**src/rtl/skyl_pkg.sv**
```systemverilog
// Shared types and constants of the skyline rectangle allocator.
package skyl_pkg;

  localparam int CMD_W = 1;
  localparam int BLK_W = 8;
  localparam int POS_W = 7;

  typedef enum logic [2:0] {
    DP_IDLE,
    DP_LOAD,
    DP_CLEAR,
    DP_SUFFIX,
    DP_SCAN,
    DP_FILL,
    DP_PUT
  } dp_op_t;

  typedef enum logic [1:0] {
    RES_FAIL,
    RES_PLACED,
    RES_CLEARED
  } res_kind_t;

  typedef struct packed {
    dp_op_t    op;
    res_kind_t res;
  } dp_cmd_t;

  typedef struct packed {
    logic is_clear;
    logic bad_width;
    logic pass_end;
    logic fill_end;
    logic fits;
  } dp_sts_t;

  typedef enum logic [3:0] {
    ST_INIT,
    ST_IDLE,
    ST_DECODE,
    ST_CLEAR,
    ST_SUFFIX,
    ST_SCAN,
    ST_CHECK,
    ST_FILL,
    ST_RESULT
  } skyl_state_t;

endpackage

```
**src/rtl/skyl_if.sv**
```systemverilog
// Request and result channel interfaces of the skyline rectangle allocator.
interface skyl_in_if;
  logic                        valid;
  logic                        ready;
  logic [skyl_pkg::CMD_W-1:0]  cmd;
  logic [skyl_pkg::BLK_W-1:0]  block_width;
  logic [skyl_pkg::BLK_W-1:0]  block_height;

  modport source (output valid, cmd, block_width, block_height, input ready);
  modport sink (input valid, cmd, block_width, block_height, output ready);
endinterface

interface skyl_out_if;
  logic                        valid;
  logic                        ready;
  logic                        ok;
  logic [skyl_pkg::POS_W-1:0]  pos_x;
  logic [skyl_pkg::POS_W-1:0]  pos_y;

  modport source (output valid, ok, pos_x, pos_y, input ready);
  modport sink (input valid, ok, pos_x, pos_y, output ready);
endinterface

```
**src/rtl/skyl_ctrl.sv**
```systemverilog
// Sequencing state machine of the skyline rectangle allocator.
module skyl_ctrl (
  input  logic              clk,
  input  logic              rst_n,
  input  logic              in_valid,
  output logic              in_ready,
  input  logic              out_ready,
  output logic              out_valid,
  input  skyl_pkg::dp_sts_t sts,
  output skyl_pkg::dp_cmd_t cmd
);
  import skyl_pkg::*;

  skyl_state_t state_r, state_nxt;
  logic        out_valid_r, out_valid_nxt;
  logic        slot_free;
  res_kind_t   res_kind;

  assign slot_free = !out_valid_r || out_ready;
  assign out_valid = out_valid_r;

  always_comb begin
    if (sts.is_clear) begin
      res_kind = RES_CLEARED;
    end else if (sts.fits) begin
      res_kind = RES_PLACED;
    end else begin
      res_kind = RES_FAIL;
    end
  end

  always_comb begin
    state_nxt = state_r;
    unique case (state_r)
      ST_INIT: begin
        if (sts.pass_end) state_nxt = ST_IDLE;
      end
      ST_IDLE: begin
        if (in_valid) state_nxt = ST_DECODE;
      end
      ST_DECODE: begin
        if (sts.is_clear) begin
          state_nxt = ST_CLEAR;
        end else if (sts.bad_width) begin
          state_nxt = ST_RESULT;
        end else begin
          state_nxt = ST_SUFFIX;
        end
      end
      ST_CLEAR: begin
        if (sts.pass_end) state_nxt = ST_RESULT;
      end
      ST_SUFFIX: begin
        if (sts.pass_end) state_nxt = ST_SCAN;
      end
      ST_SCAN: begin
        if (sts.pass_end) state_nxt = ST_CHECK;
      end
      ST_CHECK: begin
        state_nxt = sts.fits ? ST_FILL : ST_RESULT;
      end
      ST_FILL: begin
        if (sts.fill_end) state_nxt = ST_RESULT;
      end
      ST_RESULT: begin
        if (slot_free) state_nxt = ST_IDLE;
      end
      default: state_nxt = ST_INIT;
    endcase
  end

  always_comb begin
    cmd.op        = DP_IDLE;
    cmd.res       = res_kind;
    in_ready      = 1'b0;
    out_valid_nxt = out_valid_r && !out_ready;
    unique case (state_r)
      ST_INIT:   cmd.op = DP_CLEAR;
      ST_IDLE: begin
        in_ready = 1'b1;
        if (in_valid) cmd.op = DP_LOAD;
      end
      ST_CLEAR:  cmd.op = DP_CLEAR;
      ST_SUFFIX: cmd.op = DP_SUFFIX;
      ST_SCAN:   cmd.op = DP_SCAN;
      ST_FILL:   cmd.op = DP_FILL;
      ST_RESULT: begin
        if (slot_free) begin
          cmd.op        = DP_PUT;
          out_valid_nxt = 1'b1;
        end
      end
      default:   cmd.op = DP_IDLE;
    endcase
  end

  always_ff @(posedge clk) begin
    if (!rst_n) begin
      state_r     <= ST_INIT;
      out_valid_r <= 1'b0;
    end else begin
      state_r     <= state_nxt;
      out_valid_r <= out_valid_nxt;
    end
  end

endmodule

```
**src/rtl/skyl_dp.sv**
```systemverilog
// Skyline store, window-maximum scan and fill datapath of the allocator.
module skyl_dp #(
  parameter int ATLAS_COLUMNS = 128,
  parameter int ATLAS_ROWS    = 128
) (
  input  logic                        clk,
  input  logic                        rst_n,
  input  skyl_pkg::dp_cmd_t           cmd,
  output skyl_pkg::dp_sts_t           sts,
  input  logic [skyl_pkg::CMD_W-1:0]  in_cmd,
  input  logic [skyl_pkg::BLK_W-1:0]  in_block_width,
  input  logic [skyl_pkg::BLK_W-1:0]  in_block_height,
  output logic                        out_ok,
  output logic [skyl_pkg::POS_W-1:0]  out_pos_x,
  output logic [skyl_pkg::POS_W-1:0]  out_pos_y
);
  import skyl_pkg::*;

  localparam int CW    = $clog2(ATLAS_COLUMNS);
  localparam int CNT_W = $clog2(ATLAS_COLUMNS + 1);
  localparam int HW    = $clog2(ATLAS_ROWS + 1);
  localparam int CMP_W = ((CNT_W > BLK_W) ? CNT_W : BLK_W) + 1;
  localparam int SUM_W = ((HW > BLK_W) ? HW : BLK_W) + 1;

  logic [HW-1:0]    col_mem [ATLAS_COLUMNS];
  logic [HW-1:0]    suf_mem [ATLAS_COLUMNS];

  logic [CMD_W-1:0] cmd_r;
  logic [BLK_W-1:0] w_r, h_r, k_r;
  logic [CNT_W-1:0] cnt_r;
  logic             p_vld_r, p_scan_r, p_bs_r, p_win_r;
  logic [CW-1:0]    p_idx_r;
  logic [HW-1:0]    run_r, best_top_r, col_rd_r, suf_rd_r;
  logic [CW-1:0]    best_x_r;
  logic             ok_r;
  logic [POS_W-1:0] pos_x_r, pos_y_r;

  logic [BLK_W-1:0] w_m1, k_up, k_dn;
  logic [CMP_W-1:0] cnt_cmp, wm1_cmp;
  logic             pass_end, issue, in_win;
  logic [CW-1:0]    rev_idx, fwd_idx, start_idx, col_raddr, fill_addr;
  logic [SUM_W-1:0] top_sum;
  logic [HW-1:0]    run_new, win_max;
  logic             col_we, suf_we, improve;
  logic [CW-1:0]    col_waddr;
  logic [HW-1:0]    col_wdata;

  assign w_m1      = w_r - BLK_W'(1);
  assign k_up      = (k_r == w_m1) ? '0 : k_r + BLK_W'(1);
  assign k_dn      = (k_r == '0) ? w_m1 : k_r - BLK_W'(1);
  assign cnt_cmp   = CMP_W'(cnt_r);
  assign wm1_cmp   = CMP_W'(w_m1);
  assign pass_end  = (cnt_r == CNT_W'(ATLAS_COLUMNS));
  assign issue     = ((cmd.op == DP_SUFFIX) || (cmd.op == DP_SCAN)) && !pass_end;
  assign in_win    = (cnt_cmp >= wm1_cmp);
  assign rev_idx   = CW'(CNT_W'(ATLAS_COLUMNS - 1) - cnt_r);
  assign fwd_idx   = CW'(cnt_r);
  assign start_idx = CW'(cnt_cmp - wm1_cmp);
  assign col_raddr = (cmd.op == DP_SUFFIX) ? rev_idx : fwd_idx;
  assign fill_addr = CW'(CMP_W'(best_x_r) + cnt_cmp);
  assign top_sum   = SUM_W'(best_top_r) + SUM_W'(h_r);

  assign run_new   = (p_bs_r || col_rd_r > run_r) ? col_rd_r : run_r;
  assign win_max   = (suf_rd_r > run_new) ? suf_rd_r : run_new;
  assign suf_we    = p_vld_r && !p_scan_r;
  assign improve   = p_vld_r && p_scan_r && p_win_r && (win_max < best_top_r);

  always_comb begin
    col_we    = 1'b0;
    col_waddr = fwd_idx;
    col_wdata = '0;
    if (cmd.op == DP_CLEAR && !pass_end) begin
      col_we = 1'b1;
    end else if (cmd.op == DP_FILL) begin
      col_we    = 1'b1;
      col_waddr = fill_addr;
      col_wdata = HW'(top_sum);
    end
  end

  assign sts.is_clear  = cmd_r[0];
  assign sts.bad_width = (w_r == '0) || (CMP_W'(w_r) > CMP_W'(ATLAS_COLUMNS));
  assign sts.pass_end  = pass_end;
  assign sts.fill_end  = (cnt_cmp == wm1_cmp);
  assign sts.fits      = (best_top_r < HW'(ATLAS_ROWS)) &&
                         (top_sum <= SUM_W'(ATLAS_ROWS));

  always_ff @(posedge clk) begin
    if (col_we) col_mem[col_waddr] <= col_wdata;
    col_rd_r <= col_mem[col_raddr];
    if (suf_we) suf_mem[p_idx_r] <= run_new;
    suf_rd_r <= suf_mem[start_idx];
  end

  always_ff @(posedge clk) begin
    if (!rst_n) begin
      cnt_r   <= '0;
      p_vld_r <= 1'b0;
    end else begin
      p_vld_r <= issue;
      case (cmd.op) inside
        DP_LOAD:                     cnt_r <= '0;
        DP_CLEAR, DP_SUFFIX, DP_SCAN: cnt_r <= pass_end ? '0 : cnt_r + CNT_W'(1);
        DP_FILL:                     cnt_r <= cnt_r + CNT_W'(1);
        default:                     cnt_r <= cnt_r;
      endcase
    end
  end

  always_ff @(posedge clk) begin
    if (cmd.op == DP_LOAD) begin
      cmd_r      <= in_cmd;
      w_r        <= in_block_width;
      h_r        <= in_block_height;
      k_r        <= '0;
      best_top_r <= HW'(ATLAS_ROWS);
      best_x_r   <= '0;
    end else begin
      if (issue) begin
        k_r <= (cmd.op == DP_SCAN) ? k_dn : k_up;
      end
      if (improve) begin
        best_top_r <= win_max;
        best_x_r   <= p_idx_r;
      end
    end
    p_scan_r <= (cmd.op == DP_SCAN);
    p_bs_r   <= (k_r == '0) || ((cmd.op == DP_SCAN) && (cnt_r == '0));
    p_win_r  <= in_win;
    p_idx_r  <= (cmd.op == DP_SUFFIX) ? rev_idx : start_idx;
    if (p_vld_r) run_r <= run_new;
    if (cmd.op == DP_PUT) begin
      case (cmd.res)
        RES_PLACED: begin
          ok_r    <= 1'b1;
          pos_x_r <= POS_W'(best_x_r);
          pos_y_r <= POS_W'(best_top_r);
        end
        RES_CLEARED: begin
          ok_r    <= 1'b1;
          pos_x_r <= '0;
          pos_y_r <= '0;
        end
        default: begin
          ok_r    <= 1'b0;
          pos_x_r <= '0;
          pos_y_r <= '0;
        end
      endcase
    end
  end

  assign out_ok    = ok_r;
  assign out_pos_x = pos_x_r;
  assign out_pos_y = pos_y_r;

endmodule

```
**src/rtl/skyline_rect_allocator_unit.sv**
```systemverilog
// Skyline bottom-left rectangle allocator, top level.
//
// Requests arrive on in_ch (valid/ready): cmd 0 allocates a block_width by
// block_height rectangle, cmd 1 clears every column of the skyline to zero.
// Each request yields one result on out_ch (valid/ready): ok, pos_x, pos_y.
// One request is in work at a time; in_ch.ready is high only while idle.
// An allocation makes one pass over the columns that builds block-wise
// suffix maxima, then a second pass that forms the window maximum of every
// start column and keeps the lowest, then writes the covered columns one
// per cycle. The column store has a single read and a single write port;
// a bad width skips the passes and a rectangle that does not fit skips the
// writes.
// After reset the column store is zeroed by a clearing pass, during which
// no request is accepted.
// The result sits in an output register; while out_ch stalls the finished
// result holds, and the next result waits until that register frees.
module skyline_rect_allocator_unit #(
  parameter int ATLAS_COLUMNS = 128,
  parameter int ATLAS_ROWS    = 128
) (
  input  logic       clk,
  input  logic       rst_n,
  skyl_in_if.sink    in_ch,
  skyl_out_if.source out_ch
);
  import skyl_pkg::*;

  dp_cmd_t dp_cmd;
  dp_sts_t dp_sts;

  skyl_ctrl u_ctrl (
    .clk       (clk),
    .rst_n     (rst_n),
    .in_valid  (in_ch.valid),
    .in_ready  (in_ch.ready),
    .out_ready (out_ch.ready),
    .out_valid (out_ch.valid),
    .sts       (dp_sts),
    .cmd       (dp_cmd)
  );

  skyl_dp #(
    .ATLAS_COLUMNS (ATLAS_COLUMNS),
    .ATLAS_ROWS    (ATLAS_ROWS)
  ) u_dp (
    .clk             (clk),
    .rst_n           (rst_n),
    .cmd             (dp_cmd),
    .sts             (dp_sts),
    .in_cmd          (in_ch.cmd),
    .in_block_width  (in_ch.block_width),
    .in_block_height (in_ch.block_height),
    .out_ok          (out_ch.ok),
    .out_pos_x       (out_ch.pos_x),
    .out_pos_y       (out_ch.pos_y)
  );

endmodule

```
**src/flat_wrapper.sv**
```systemverilog
// flat-port wrapper written by rule: the top's interface ports become plain ports
module skyline_rect_allocator_unit_flat import skyl_pkg::*;
#(
  parameter int ATLAS_COLUMNS = 128,
  parameter int ATLAS_ROWS    = 128
)
  (clk, rst_n, in_ch_valid, in_ch_cmd, in_ch_block_width, in_ch_block_height, in_ch_ready, out_ch_valid, out_ch_ok, out_ch_pos_x, out_ch_pos_y, out_ch_ready);
  skyl_in_if in_ch_i ();
  skyl_out_if out_ch_i ();
  input  logic clk;
  input  logic rst_n;
  input wire logic [$bits(in_ch_i.valid)-1:0] in_ch_valid;
  input wire logic [$bits(in_ch_i.cmd)-1:0] in_ch_cmd;
  input wire logic [$bits(in_ch_i.block_width)-1:0] in_ch_block_width;
  input wire logic [$bits(in_ch_i.block_height)-1:0] in_ch_block_height;
  output wire logic [$bits(in_ch_i.ready)-1:0] in_ch_ready;
  output wire logic [$bits(out_ch_i.valid)-1:0] out_ch_valid;
  output wire logic [$bits(out_ch_i.ok)-1:0] out_ch_ok;
  output wire logic [$bits(out_ch_i.pos_x)-1:0] out_ch_pos_x;
  output wire logic [$bits(out_ch_i.pos_y)-1:0] out_ch_pos_y;
  input wire logic [$bits(out_ch_i.ready)-1:0] out_ch_ready;
  assign in_ch_i.valid = in_ch_valid;
  assign in_ch_i.cmd = in_ch_cmd;
  assign in_ch_i.block_width = in_ch_block_width;
  assign in_ch_i.block_height = in_ch_block_height;
  assign in_ch_ready = in_ch_i.ready;
  assign out_ch_valid = out_ch_i.valid;
  assign out_ch_ok = out_ch_i.ok;
  assign out_ch_pos_x = out_ch_i.pos_x;
  assign out_ch_pos_y = out_ch_i.pos_y;
  assign out_ch_i.ready = out_ch_ready;
  skyline_rect_allocator_unit #(.ATLAS_COLUMNS(ATLAS_COLUMNS), .ATLAS_ROWS(ATLAS_ROWS)) u_core (.clk(clk), .rst_n(rst_n), .in_ch(in_ch_i), .out_ch(out_ch_i));
endmodule
```
**config.mk**
```make
export PLATFORM = sky130hd
export DESIGN_NAME = skyline_rect_allocator_unit_flat
export DESIGN_NICKNAME = d
export VERILOG_FILES = /design/src/rtl/skyl_pkg.sv /design/src/rtl/skyl_if.sv /design/src/rtl/skyl_ctrl.sv /design/src/rtl/skyl_dp.sv /design/src/rtl/skyline_rect_allocator_unit.sv /design/src/flat_wrapper.sv
export SDC_FILE = /design/constraint.sdc
export NUM_CORES = 2
export LEC_CHECK = 0
export BUFFER_PORTS_ARGS = -buffer_cell sky130_fd_sc_hd__buf_2
export CAP_MARGIN = 30
export CELL_PAD_IN_SITES_DETAIL_PLACEMENT = 1
export CELL_PAD_IN_SITES_GLOBAL_PLACEMENT = 1
export CORE_MARGIN = 2
export CORE_UTILIZATION = 34
export DETAILED_ROUTE_END_ITERATION = 10
export PLACE_DENSITY = 0.55
export SYNTH_ARGS = -nofsm -noshare
export SYNTH_HDL_FRONTEND = slang
export SYNTH_SLANG_ARGS = --single-unit
```
**constraint.sdc**
```tcl
create_clock -name clk -period 10.4 [get_ports clk]
set_input_delay 1.04 -clock clk [delete_from_list [all_inputs] [get_ports clk]]
set_output_delay 1.04 -clock clk [all_outputs]
set_load 0.02 [all_outputs]
```
==> impl_metrics.json <==
{
  "status": "completed",
  "max_stage_delay_ns": 0.68,
  "design_area_mm2": 0.0982,
  "antenna_found_initial": 8,
  "clk_latency_ns": 0.87,
  "postSynth.asyncResetShare_pct": 0,
  "place_ws_ns": 3.47,
  "dr.pass1.iters": 8,
  "powerDensity_mw_per_mm2": 272,
  "worstMarginPinSlew_ns": 1.06,
  "wl_per_cell_um": 26.9,
  "tns_ns": 0,
  "grt_pass1_wl_um": 355000,
  "syn_inst": 5408,
  "syn_nets": 5483,
  "numCtsBuffers": 223,
  "drtIter0Drc": 3873,
  "die_h_um": 508,
  "cts_tree": "yes",
  "coreArea_mm2": 0.253,
  "ys_seq_elements": 2151,
  "crit_path_top_delay_cell": "mux2_4",
  "num_io_pins": 38,
  "drv_cap": 0,
  "cts-resized-gates": 0,
  "globalplace.congestion": 0.787,
  "crit_family": "compound AO/OA/AOI/OAI gates",
  "grt-ovfl-total": 0,
  "clockBufferDepth": 3,
  "row_count": 185,
  "postCtsSetupBuffers": 0,
  "hp-class": "primary input to flop",
  "clock_skew_ns": 0.0668,
  "place.detailed.hpwl_um": 146000,
  "fin_crit_ns": 7.00,
  "drt-total-wl_um": 244000,
  "max_freq_mhz": 143,
  "crit_buf_inv": 3,
  "synth_commonest_cells": "2088 x edfxtp_1, 1011 x nand2_1, 465 x nand3_1",
  "cts_hold_buf": 0,
  "fin_ws_ns": 3.40,
  "synth.most_common_cell": "edfxtp_1",
  "vias_per_cell": 5.27,
  "crit_type": "flop to flop",
  "syn2layout_area_growth_pct": 13.5,
  "finish.utilization_pct": 38.7,
  "die_w_um": 508,
  "setup_viol": 0,
  "fin_crit_sh_pct": 67.3,
  "synth_top_area_share_pct": 72.5,
  "clk_pin_slew_ns": 0.06,
  "relSlewSlack_pct": 29.3,
  "synth_area_mm2": 0.0865,
  "grt_use_total_pct": 18.7,
  "start_kind": "flop",
  "crit_fanout": 59,
  "initial_core_util_pct": 34.1,
  "leakage_nw": 32.1,
  "end_kind": "flop",
  "ant_nets": 0,
  "rsz0062_at_grt": "no",
  "port_buffers": 37,
  "arrival_ns": 7.78,
  "drc_errors": 0,
  "drive_gt1_share_pct": 15.9,
  "root_buffer": "clkbuf_16",
  "syn_area_per_cell_um2": 16.0,
  "cp.required_ns": 11.18,
  "fin_nets": 5564,
  "htree_levels": 4,
  "grt_pass1_vias": 49400,
  "synth-edff-count": 2088,
  "dpl_cell_area_mm2": 0.0908,
  "hold_violations": 0,
  "grt_max_degree": 170,
  "irDropWorstVdd_mv": 0.226,
  "num_vias": 47700,
  "yosysSeqAreaShare_pct": 73.9,
  "die_area_mm2": 0.258,
  "slew_viol_final": 0,
  "cts.sinks": 2151,
  "ys.flop_type": "edfxtp_1",
  "synth.distinct_cells": 79,
  "netlist.top_cell.by_area": "edfxtp_1",
  "yosys_warnings": 0,
  "synth.area.top_cells": "edfxtp_1 72%, mux4_2 8.7%, nand2_1 4.4%"
}
## worst reg2reg max path: cells and delay by family (launching register included)
family / cells / cell delay (ns)
AO/OA/AOI/OAI: 14 / 3.52
multiplexers: 2 / 1.04
adder cells (fa/ha/maj): 3 / 0.96
AND/OR/NAND/NOR: 4 / 0.83
flip-flops: 1 / 0.34
buffers and inverters: 3 / 0.22
## state kept, by name, summed over array words and instances (netlist names), 8 cells and up
signal	flops
u_core.u_dp.col_rd_r	8
u_core.u_dp.best_top_r	8
u_core.u_dp.w_r	8
u_core.u_dp.col_mem	1024
u_core.u_dp.suf_rd_r	8
u_core.u_dp.cnt_r	8
u_core.u_dp.run_r	8
u_core.u_dp.k_r	8
u_core.u_dp.suf_mem	1024
u_core.u_dp.h_r	8
## routing by layer
metal | vias to the layer above | routed length [um] | GRT usage, % | part of all wire [%]
li1 | 21100 | - | - | -
met1 | 25300 | 107000 | 25.5 | 44
met2 | 1000 | 120000 | 31.3 | 49
met3 | 298 | 10400 | 2.78 | 4.3
met4 | 4 | 5590 | 4.51 | 2.3
met5 | - | 27 | 0 | 0.011
## report_power, final
group | internal (mW) | switching (mW)
clock | 4.41 | 3.45
sequential | 10.2 | 0.173
combinational | 3.02 | 5.52
## cells in the final DEF, fill, tap and decap left out, types with 42 or more instances in the layout
cell type and instances:
a21oi_1 47, a22oi_1 55, a32oi_1 48, buf_4 100
clkbuf_1 53, clkbuf_16 223, clkinv_1 48, clkinv_2 48
dfxtp_1 63, edfxtp_1 2088, ha_1 50, inv_1 42
mux2i_1 52, mux4_2 336, nand2_1 1010, nand3_1 465
nand4_1 153, nor2_1 302
## through the flow
stage,power (mW),std cells,hold WS [ns]
global route,27.8,9050,0.314
detailed placement,19.2,8621,0.517
floorplan,15.9,5408,0.466
finish,26.8,9052,0.364
CTS,27.1,9038,0.290
global placement,19.2,8595,0.513
## worst paths after layout
path | from | end | slack (ns) | cells after the start
min reg2reg | u_core.u_dp.cnt_r[3] | u_core.u_dp.p_idx_r[3] | 0.51 | 1
min | in_ch_block_height[6] | u_core.u_dp.h_r[6] | 0.36 | 1
max | u_core.u_dp.run_r[5] | u_core.u_dp.best_top_r[1] | 3.40 | 26
max reg2reg | u_core.u_dp.run_r[5] | u_core.u_dp.best_top_r[1] | 3.40 | 26
## cells by family after synthesis
kind of cell	after synthesis	synth area share [%]
AOI/OAI and AO/OA	303	2.57
and+or+nand+nor	2078	10.6
buffers and inverters	353	1.79
muxes	417	9.73
xor gates and xnor gates	52	0.579
adders and majority gates	54	0.807
DFF	2151	73.9
## final cells by class
cell class	count	area [um^2]
inverters	42	158
clock inverters	133	1290
well taps	3366	4210
diodes	5	12.5
multi-input cells	2904	21200
flip-flops and latches	2151	64000
repair buffers	167	1450
clock buffers	284	5890
fillers	25300	155000
No activity file was read; power rests on OpenSTA's default activity.
